<file path="config.mk">
export PLATFORM = sky130hd
export DESIGN_NAME = pgn_comment_filter
export DESIGN_NICKNAME = d
export VERILOG_FILES = /design/src/sv/pcf_pkg.sv /design/src/sv/pcf_step.sv /design/src/sv/pgn_comment_filter.sv
export SDC_FILE = /design/constraint.sdc
export NUM_CORES = 1
export LEC_CHECK = 0
export CORE_AREA = 2 2 131 133
export DETAILED_ROUTE_END_ITERATION = 6
export DIE_AREA = 0 0 133 135
export DONT_BUFFER_PORTS = 1
export PLACE_DENSITY = 0.43
export SYNTH_ARGS = -nofsm -noshare
export SYNTH_HDL_FRONTEND = slang
export SYNTH_SLANG_ARGS = --single-unit
</file>
<file path="constraint.sdc">
create_clock -name clock -period 5.77 [get_ports clock]
set_input_delay 0.8655 -clock clock [delete_from_list [all_inputs] [get_ports clock]]
set_output_delay 0.8655 -clock clock [all_outputs]
set_load 0.02 [all_outputs]
</file>
<file path="src/sv/pcf_pkg.sv">
// Package for the PGN comment filter: character codes, result tokens,
// shared types and the whitespace test. No dependencies.
package pcf_pkg;

   localparam int NestMaxDefault = 15;
   localparam int SuffixLen      = 7;
   localparam int CountW         = 3;

   typedef logic [7:0] char_type;
   typedef logic [SuffixLen-1:0][7:0] suffix_type;
   typedef logic [CountW-1:0] count_type;

   localparam char_type ChBraceOpen  = 8'h7b;
   localparam char_type ChBraceClose = 8'h7d;
   localparam char_type ChParenOpen  = 8'h28;
   localparam char_type ChParenClose = 8'h29;
   localparam char_type ChTagOpen    = 8'h5b;
   localparam char_type ChTagClose   = 8'h5d;
   localparam char_type ChSemicolon  = 8'h3b;
   localparam char_type ChSpace      = 8'h20;
   localparam char_type ChTab        = 8'h09;
   localparam char_type ChCr         = 8'h0d;

   localparam logic [7:0]  TokUnknown = "*";
   localparam logic [23:0] TokWhite   = "1-0";
   localparam logic [23:0] TokBlack   = "0-1";
   localparam logic [55:0] TokDraw    = "1/2-1/2";

   typedef struct packed {
      logic in_tag;
      logic in_line_comment;
   } flags_type;

   typedef struct packed {
      char_type char_out;
      logic     char_kept;
      logic     line_done;
      logic     game_over;
   } result_type;

   function automatic logic is_blank(input char_type c);
      return (c == ChSpace) || ((c >= ChTab) && (c <= ChCr));
   endfunction

endpackage

</file>
<file path="src/sv/pcf_step.sv">
// Per-item logic of the PGN comment filter: nesting and flag update,
// line suffix tracking and the result token test. Uses pcf_pkg.
module pcf_step #(
   parameter int NEST_MAX = pcf_pkg::NestMaxDefault,
   parameter int DepthW   = $clog2(NEST_MAX + 1)
) (
   input  pcf_pkg::char_type   char_in,
   input  logic                line_first,
   input  logic                line_last,
   input  logic                clear_nesting,
   input  logic [DepthW-1:0]   brace_cur,
   input  logic [DepthW-1:0]   paren_cur,
   input  pcf_pkg::flags_type  flags_cur,
   input  pcf_pkg::suffix_type suffix_cur,
   input  pcf_pkg::count_type  count_cur,
   output logic [DepthW-1:0]   brace_nxt,
   output logic [DepthW-1:0]   paren_nxt,
   output pcf_pkg::flags_type  flags_nxt,
   output pcf_pkg::suffix_type suffix_nxt,
   output pcf_pkg::count_type  count_nxt,
   output pcf_pkg::result_type result
);
   import pcf_pkg::*;

   localparam logic [DepthW-1:0] DepthMax = DepthW'(NEST_MAX);

   logic [DepthW-1:0] brace;
   logic [DepthW-1:0] paren;
   flags_type         flags;
   count_type         count;
   logic              kept;
   logic              over;
   logic              nest_clear;

   always_comb begin
      brace      = clear_nesting ? '0 : brace_cur;
      paren      = clear_nesting ? '0 : paren_cur;
      flags      = clear_nesting ? '0 : flags_cur;
      count      = line_first ? '0 : count_cur;
      nest_clear = (brace == '0) && (paren == '0) && !flags.in_tag;
      kept       = 1'b0;
      suffix_nxt = suffix_cur;

      brace_nxt = brace;
      paren_nxt = paren;
      flags_nxt = flags;
      count_nxt = count;

      priority if (char_in == ChBraceOpen) begin
         if (!flags.in_tag && brace < DepthMax) brace_nxt = brace + 1'b1;
      end else if (char_in == ChParenOpen) begin
         if (!flags.in_tag && brace == '0 && paren < DepthMax) paren_nxt = paren + 1'b1;
      end else if (char_in == ChBraceClose) begin
         if (brace != '0) brace_nxt = brace - 1'b1;
      end else if (char_in == ChParenClose) begin
         if (paren != '0 && brace == '0) paren_nxt = paren - 1'b1;
      end else if (char_in == ChTagOpen && line_first) begin
         if (nest_clear) flags_nxt.in_tag = 1'b1;
      end else if (char_in == ChTagClose && line_last) begin
         flags_nxt.in_tag = 1'b0;
      end else if (char_in == ChSemicolon) begin
         if (nest_clear) flags_nxt.in_line_comment = 1'b1;
      end else if (nest_clear && !flags.in_line_comment) begin
         kept = 1'b1;
         if (!is_blank(char_in)) begin
            suffix_nxt = {suffix_cur[SuffixLen-2:0], char_in};
            if (count != count_type'(SuffixLen)) count_nxt = count + 1'b1;
         end
      end

      // The newest byte sits at index zero, so each token is a low slice.
      over = line_last && (
             (count_nxt >= count_type'(1) && suffix_nxt[0] == TokUnknown) ||
             (count_nxt >= count_type'(3) && suffix_nxt[2:0] == TokWhite) ||
             (count_nxt >= count_type'(3) && suffix_nxt[2:0] == TokBlack) ||
             (count_nxt == count_type'(SuffixLen) && suffix_nxt == TokDraw));

      if (line_last) begin
         flags_nxt.in_line_comment = 1'b0;
         count_nxt                 = '0;
      end

      result.char_out  = kept ? char_in : '0;
      result.char_kept = kept;
      result.line_done = line_last;
      result.game_over = over;
   end

endmodule

</file>
<file path="src/sv/pgn_comment_filter.sv">
// Top level of the PGN comment filter: input register, state registers and
// result register around pcf_step. Uses pcf_pkg and pcf_step.
//
//   channel  direction  handshake              payload
//   req      in         req_valid/req_ready    char_in, line_first, line_last,
//                                              clear_nesting
//   rsp      out        rsp_valid/rsp_ready    char_out, char_kept, line_done,
//                                              game_over
//
// Each item is held in the input register and then moves into the result
// register.
// One item is accepted per cycle while rsp is not stalled; the filter state updates as an item moves
// into the result register. A stalled result holds both registers, and the
// input side keeps accepting while either register is free.
// Reset is synchronous and empties both registers and clears the nesting depths, flags and suffix count.
module pgn_comment_filter #(
   parameter int NEST_MAX = pcf_pkg::NestMaxDefault
) (
   input  logic               clock,
   input  logic               reset,
   input  logic               req_valid,
   output logic               req_ready,
   input  pcf_pkg::char_type  req_char_in,
   input  logic               req_line_first,
   input  logic               req_line_last,
   input  logic               req_clear_nesting,
   output logic               rsp_valid,
   input  logic               rsp_ready,
   output pcf_pkg::char_type  rsp_char_out,
   output logic               rsp_char_kept,
   output logic               rsp_line_done,
   output logic               rsp_game_over
);
   import pcf_pkg::*;

   localparam int DepthW = $clog2(NEST_MAX + 1);

   logic              in_vld_ff,   in_vld_in;
   char_type          in_char_ff;
   logic              in_first_ff;
   logic              in_last_ff;
   logic              in_clear_ff;
   logic              rsp_vld_ff,  rsp_vld_in;
   result_type        result_ff,   result_in;
   logic [DepthW-1:0] brace_ff,    brace_in;
   logic [DepthW-1:0] paren_ff,    paren_in;
   flags_type         flags_ff,    flags_in;
   suffix_type        suffix_ff,   suffix_in;
   count_type         count_ff,    count_in;
   logic              advance;
   logic              accept;

   assign advance   = in_vld_ff && (!rsp_vld_ff || rsp_ready);
   assign req_ready = !in_vld_ff || advance;
   assign accept    = req_valid && req_ready;

   always_comb begin
      in_vld_in  = accept ? 1'b1 : (advance ? 1'b0 : in_vld_ff);
      rsp_vld_in = advance ? 1'b1 : (rsp_ready ? 1'b0 : rsp_vld_ff);
   end

   pcf_step #(
      .NEST_MAX (NEST_MAX),
      .DepthW   (DepthW)
   ) u_step (
      .char_in       (in_char_ff),
      .line_first    (in_first_ff),
      .line_last     (in_last_ff),
      .clear_nesting (in_clear_ff),
      .brace_cur     (brace_ff),
      .paren_cur     (paren_ff),
      .flags_cur     (flags_ff),
      .suffix_cur    (suffix_ff),
      .count_cur     (count_ff),
      .brace_nxt     (brace_in),
      .paren_nxt     (paren_in),
      .flags_nxt     (flags_in),
      .suffix_nxt    (suffix_in),
      .count_nxt     (count_in),
      .result        (result_in)
   );

   always_ff @(posedge clock) begin
      if (reset) begin
         in_vld_ff  <= 1'b0;
         rsp_vld_ff <= 1'b0;
         brace_ff   <= '0;
         paren_ff   <= '0;
         flags_ff   <= '0;
         count_ff   <= '0;
      end else begin
         in_vld_ff  <= in_vld_in;
         rsp_vld_ff <= rsp_vld_in;
         if (advance) begin
            brace_ff <= brace_in;
            paren_ff <= paren_in;
            flags_ff <= flags_in;
            count_ff <= count_in;
         end
      end
   end

   always_ff @(posedge clock) begin
      if (accept) begin
         in_char_ff  <= req_char_in;
         in_first_ff <= req_line_first;
         in_last_ff  <= req_line_last;
         in_clear_ff <= req_clear_nesting;
      end
      if (advance) begin
         suffix_ff <= suffix_in;
         result_ff <= result_in;
      end
   end

   assign rsp_valid     = rsp_vld_ff;
   assign rsp_char_out  = result_ff.char_out;
   assign rsp_char_kept = result_ff.char_kept;
   assign rsp_line_done = result_ff.line_done;
   assign rsp_game_over = result_ff.game_over;

endmodule

</file>
* Word level (Yosys, flattened, before mapping)
Cells that the tools add are included.
Word-level totals: bits in registers 93, bits of input ports 15, output and inout bits 13, logic and storage cells 139
Operators by class: add/sub/neg operators 5, magnitude comparators 6, equal/unequal tests 14, muxes and demuxes 59, reductions and logical operators 33
Operator list (count):
- $mux 56 | 9
- $eq 56x54->1 const B | 1
- $mux 4 | 13
- $eq 24x22->1 const B | 2
- $eq 8x6->1 const B | 5
- $mux 3 | 12
- $eq 8x7->1 const B | 4
- $mux 1 | 20
- $logic_and 1x1->1 | 17
- $mux 2 | 5
- $add 4x1->4 const B | 2
- $ge 8x4->1 const B | 1
- $le 8x4->1 const B | 1
- $logic_not 4->1 | 2
- $lt 4x4->1 const B | 2
- $reduce_bool 4->1 | 2
- $sub 4x1->4 const B | 2
- $logic_or 1x1->1 | 6
- $logic_not 1->1 | 4
- $reduce_bool 2->1 | 2
- $add 3x1->3 const B | 1
- $eq 3x3->1 const B | 1
- $ge 3x1->1 const B | 1
- $ge 3x2->1 const B | 1
- $ne 3x3->1 const B | 1

* Logic depth before layout (Yosys ltp)
word-level depth 19, gate-level depth with buffers 11

* Hierarchy
A second synthesis with hierarchy kept.
Second synthesis, totals: cell total of the unflattened synthesis 518, area, all modules 5111.2 µm²
Modules (own cells, without submodules):
- pgn_comment_filter | instances 1, cells each 145, area each 3025.4 µm², seq. area each 2642.5 µm²
- pcf_step | instances 1, cells each 373, area each 2085.8 µm², seq. area each 0.0 µm²

* Worst setup path before layout
No wires, ideal clock.
kind input to register, from input port rsp_ready, to register paren_ff[0], data arrival time 3373 ps, setup slack 2332 ps, stages on the path 6, buffers on the path 0, cell sequence nor2b_1 -> nand2b_1 -> clkinv_1 -> o21ai_0 -> a22oi_1 -> nor2_1
On the way: word-level cells in the longest chain between the ends 2
Ends and longest elaborated chain:
- start, declared | line pgn_comment_filter.sv:28 | input logic rsp_ready,
- $logic_or 1x1->1 | line pgn_comment_filter.sv:53 | assign advance = in_vld_ff && (!rsp_vld_ff || rsp_ready);
- $logic_and 1x1->1 | line pgn_comment_filter.sv:53
- via advance | line pgn_comment_filter.sv:50 | logic advance;
- end signal, assigned | line pgn_comment_filter.sv:96 | paren_ff <= paren_in;
- end, declared | line pgn_comment_filter.sv:46 | logic [DepthW-1:0] paren_ff, paren_in;
The timed path passes the listed nets, and every way through them passes these cells. A chain may end at the register's enable or synchronous reset.

* Worst setup path in the final report
from register in_clear_ff, to register result_ff (netlist bit rsp_game_over) (data pin)
On the way: word-level cells in the longest chain between the ends 19, elaborated cells between the ends (all ways) 41
Ends and longest elaborated chain:
- start, declared | line pgn_comment_filter.sv:42 | logic in_clear_ff;
- start signal, assigned | line pgn_comment_filter.sv:108 | in_clear_ff <= req_clear_nesting;
- $mux 4 (on tied branches) | line pcf_step.sv:36, pcf_step.sv:37
- $logic_not 4->1 | line pcf_step.sv:40 | nest_clear = (brace == '0) && (paren == '0) && !flags.in_tag;
- $logic_and 1x1->1 (2 in series) | line pcf_step.sv:40
- $logic_and 1x1->1 (*) | line pcf_step.sv:63 | end else if (nest_clear && !flags.in_line_comment) begin
- $mux 3 / $mux 56 (equally long branches) | line pcf_step.sv:63
- $mux 3 / $mux 56 (equally long branches) | line pcf_step.sv:61 | end else if (char_in == ChSemicolon) begin
- $mux 3 / $mux 56 (equally long branches) | line pcf_step.sv:59 | end else if (char_in == ChTagClose && line_last) begin
- $mux 3 / $mux 56 (equally long branches) | line pcf_step.sv:57 | end else if (char_in == ChTagOpen && line_first) begin
- [3 not listed]
- $mux 3 / $mux 56 (equally long branches) | line pcf_step.sv:49 | priority if (char_in == ChBraceOpen) begin
- $ge 3x1->1 (tied with other cells) | line pcf_step.sv:73 | (count_nxt >= count_type'(1) && suffix_nxt[0] == TokUnknown) ||
- $logic_and 1x1->1 (on tied branches) | line pcf_step.sv:73, pcf_step.sv:74
- $logic_or 1x1->1 | line pcf_step.sv:73
- $logic_or 1x1->1 | line pcf_step.sv:74 | (count_nxt >= count_type'(3) && suffix_nxt[2:0] == TokWhite) ||
- $logic_or 1x1->1 (*) | line pcf_step.sv:75 | (count_nxt >= count_type'(3) && suffix_nxt[2:0] == TokBlack) ||
- $logic_and 1x1->1 (*) | line pcf_step.sv:72 | over = line_last && (
- via u_step.over | line pcf_step.sv:32 | logic over;
- end signal, assigned | line pgn_comment_filter.sv:112 | result_ff <= result_in;
- end, declared | line pgn_comment_filter.sv:44 | result_type result_ff, result_in;
The timed path passes the listed nets; every way through them passes the cells marked *.

==> summary.md <==
| Metric | Value |
|---|---|
| Status | `completed` |
| Hold Crit Depth | `2` |
| Synth top area share | `between 40 and 50%` |
| Core area | `16400 µm²` |
| Hold Crit Start | `count_ff[0]$_SDFFE_PP0P_` |
| Final setup violation count | `0` |
| Worst-path clk slew | `70 ps` |
| R2r startpoint | `in_clear_ff$_DFFE_PP_` |
| Clock Root Buffer | `clkbuf_16` |
| Worst setup SP type | `flop` |
| Worst setup path category | `reg2reg` |
| Total global-route track usage | `between 10% and 20%` |
| Vias per cell | `slightly above 5` |
| Final Cell Area | `5370 µm²` |
| CTS tree | `yes` |
| Final Skew | `9.98 ps` |
| Highest clock rate | `239 MHz` |
| Layout area overhead | `10.5%` |
| Gate Count Post-Synth | `405` |
| Clk Latency, worst-skew pair | `360 ps` |
| Crit-path max cell delay | `roughly 740 ps` |
| Post-CTS Setup Bufs | `0` |
| Vias in the first global route | `3228` |
| Routability cong. | `between 0.7 and 0.8` |
| EDFF count, synth | `78` |
| Crit path arrival time | `4360 ps` |
| R2r endpoint | `rsp_game_over$_DFFE_PP_` |
| Worst-Margin Slew | `776 ps` |
| Ant diodes | `0` |
| Synth Area per Inst | `12.0 µm²` |
| Sequential fraction of the synthesis area | `between 50% and 60%` |
| First-pass GRT wire length | `18000 µm` |
| Cell Area, Placed | `5070 µm²` |
| Setup TNS | `0 ps` |
| R2R setup slack | `1590 ps` |
| Share of layout cells above drive strength 1 | `20.7%` |
| Leak | `~1.7 nW` |
| Hold Path End | `count_ff[0]$_SDFFE_PP0P_` |
| Power Density | `285 nW/µm²` |
| Die Y | `135 µm` |
| Top cells by area, synth | `edfxtp_1 (48%), mux2_2 (12%), dfxtp_1 (6.2%)` |
| CP endpoint kind | `flop` |
| Iteration-0 DRC Markers | `254` |
| Io pins | `28` |
| Largest net degree at the start of global routing | `50` |
| #FFs+latches synth | `93` |
| Peak VDD IR | `0.126 mV` |
| RSZ-0062 raised after global routing | `no` |
| Worst reg2reg path depth | `10` |
| Routed WL | `11100 µm` |
| Final nets | `421` |
| Max cap viols | `0` |
| Worst Path Max Fanout | `49` |
| WL/cell | `17.8 µm` |
| Final Cycle Share | `72.4%` |
| Primary FF master, synth | `edfxtp_1` |
| Cell Rows | `47` |
| PortBufs | `0` |
| Via count | `roughly 3200` |
| Yosys warnings | `0` |
| Hold Crit Class | `reg2reg` |
| Synth area leader | `edfxtp_1` |
| Clock sinks | `93` |
| Mapped Area | `4860 µm²` |
| Fin crit period | `4180 ps` |
| Unique masters post-synth | `63` |
| DIE AREA | `18000 µm²` |
| Worst EP required | `5950 ps` |
| Cts repair resizes | `0` |
| Slowest CP cell | `edfxtp_1` |
| Ys async rst share | `0%` |
| Cts hold-fix bufs | `0` |
| Num CTS Buffers | `9` |
| Clock buffer depth | `2` |
| Chip Width | `around 130 µm` |
| GRT overflow | `0` |
| Initial antenna violation count | `0` |
| Final ANT Viol Nets | `0` |
| Max Transition Viols Final | `0` |
| Critical Path, Cell by Cell | `inv_1 -> nand2_1 -> ha_1 -> o2111ai_1 -> nor4_2 -> nand3_2 -> buf_4 -> nor4_1 -> o221ai_1 -> o311ai_1` |
| Synth Net Count | `425` |
| Filler cells | `1648` |
| Initial core utilization | `between 20% and 30%` |
| Detail Placement HPWL | `7710 µm` |
| Slew HR | `48.2%` |
| Drt drc | `0` |
| Final hold violations | `0` |
| DR pass1 iterations | `4` |
| H-Tree Depth | `3` |
how the worst max path moves through the flow:
stage | slack [ps] | cells past startpoint | endpoint | start
floorplan | 2330 | 6 | paren_ff[0]$_SDFFE_PP0P_ | rsp_ready
detailed placement | 1610 | 10 | rsp_game_over$_DFFE_PP_ | in_clear_ff$_DFFE_PP_
finish | 1590 | 10 | rsp_game_over$_DFFE_PP_ | in_clear_ff$_DFFE_PP_
global route | 1150 | 10 | rsp_game_over$_DFFE_PP_ | in_clear_ff$_DFFE_PP_
CTS | 1560 | 10 | rsp_game_over$_DFFE_PP_ | in_clear_ff$_DFFE_PP_
global placement | 1750 | 10 | rsp_game_over$_DFFE_PP_ | in_clear_ff$_DFFE_PP_
synth_stat cells (3+ instances only):
cell / count
nor2_1: 27
mux2_2: 53
a211oi_1: 3
buf_2: 9
nand3_1: 11
a21o_1: 4
mux2i_1: 3
a31oi_1: 6
clkbuf_1: 6
ha_1: 5
nand4b_1: 3
nand2b_1: 5
dfxtp_1: 15
nand4_1: 6
o31ai_1: 3
nor4_1: 8
nor3_1: 7
a22oi_1: 6
edfxtp_1: 78
nor4bb_1: 5
a21oi_1: 8
nand2_1: 26
nor2b_1: 7
or3_1: 5
nor4b_1: 8
inv_1: 12
and4b_1: 4
and2_1: 6
o21ai_0: 19
nor3b_1: 3
worst max-delay path, delay by kind of cell, from the launching register on:
kind                     cells  cell delay (ps)
AND/OR/NAND/NOR              4             1560
buffers and inverters        2              750
adder cells (fa/ha/maj)      1              240
flip-flops                   1              740
AO/OA/AOI/OAI                3              670
flip-flops by register name, indices dropped and copies added, names as in the netlist:
register,flops
brace_ff,4
rsp_game_over,1
in_char_ff,8
in_clear_ff,1
rsp_char_out,8
rsp_char_kept,1
suffix_ff,56
in_first_ff,1
flags_ff,2
rsp_valid,1
in_vld_ff,1
count_ff,3
rsp_line_done,1
paren_ff,4
in_last_ff,1
metal layers:
| metal | vias to the layer above | routed length (µm) | GRT usage [%] |
|---|---|---|---|
| li1 | 1569 | - | - |
| met1 | 1593 | 5240 | 16.7 |
| met2 | 53 | 5350 | 21.3 |
| met4 | 0 | 203 | 4.60 |
| met3 | 14 | 315 | 3.42 |
| met5 | - | 0 | 0 |
cell usage in the layout, fill, tap and decap left out, drive strengths merged, types with 7 or more instances in the layout:
master  instances
nor4            9
a21oi           8
edfxtp         78
o21ai          19
nand3          11
inv            15
nor2           27
clkbuf          9
nor3            8
nor2b           7
dfxtp          15
and2            7
nand2          26
nor4b           8
mux2           53
through the flow:
stage / instances / hold WS [ps] / worst slack (ps) / util (%) / power, W
floorplan: 405 / 449 / 2330 / - / 0.000902
global placement: 610 / 476 / 1750 / 30.9 / 0.000931
detailed placement: 610 / 479 / 1610 / 30.9 / 0.000934
CTS: 626 / 493 / 1560 / 32.7 / 0.00155
global route: 626 / 506 / 1150 / 32.7 / 0.00159
finish: 626 / 489 / 1590 / 32.7 / 0.00153
power breakdown:
part           internal [W]  switching, W  leakage, nW
registers          0.000772     0.0000394        0.855
logic             0.0000507     0.0000550        0.721
clock network      0.000339      0.000275        0.141
cell families (layout without fill, tap and decap cells):
group	after synthesis	count (layout)	synth area share, %
AO/OA/AOI/OAI	71	71	10.3
XOR/XNOR	2	2	0.360
adder cells (fa/ha/maj)	5	5	1.29
buffers and inverters	30	31	2.70
flip-flops	93	93	54.4
multiplexers	56	56	12.9
AND/OR/NAND/NOR	148	148	18.1
layout make-up:
class                           count  area (µm²)  share of cell area (%)
Timing Repair Buffer                2        15.0                   0.279
Tap cell                          220         275                    5.12
Inverter                           13        48.8                   0.908
Multi-Input combinational cell    282        2090                    38.9
Sequential cell                    93        2640                    49.2
Clock buffer                        9         225                    4.19
Clock inverter                      7        73.8                    1.37
No activity file was read; power rests on OpenSTA's default activity.
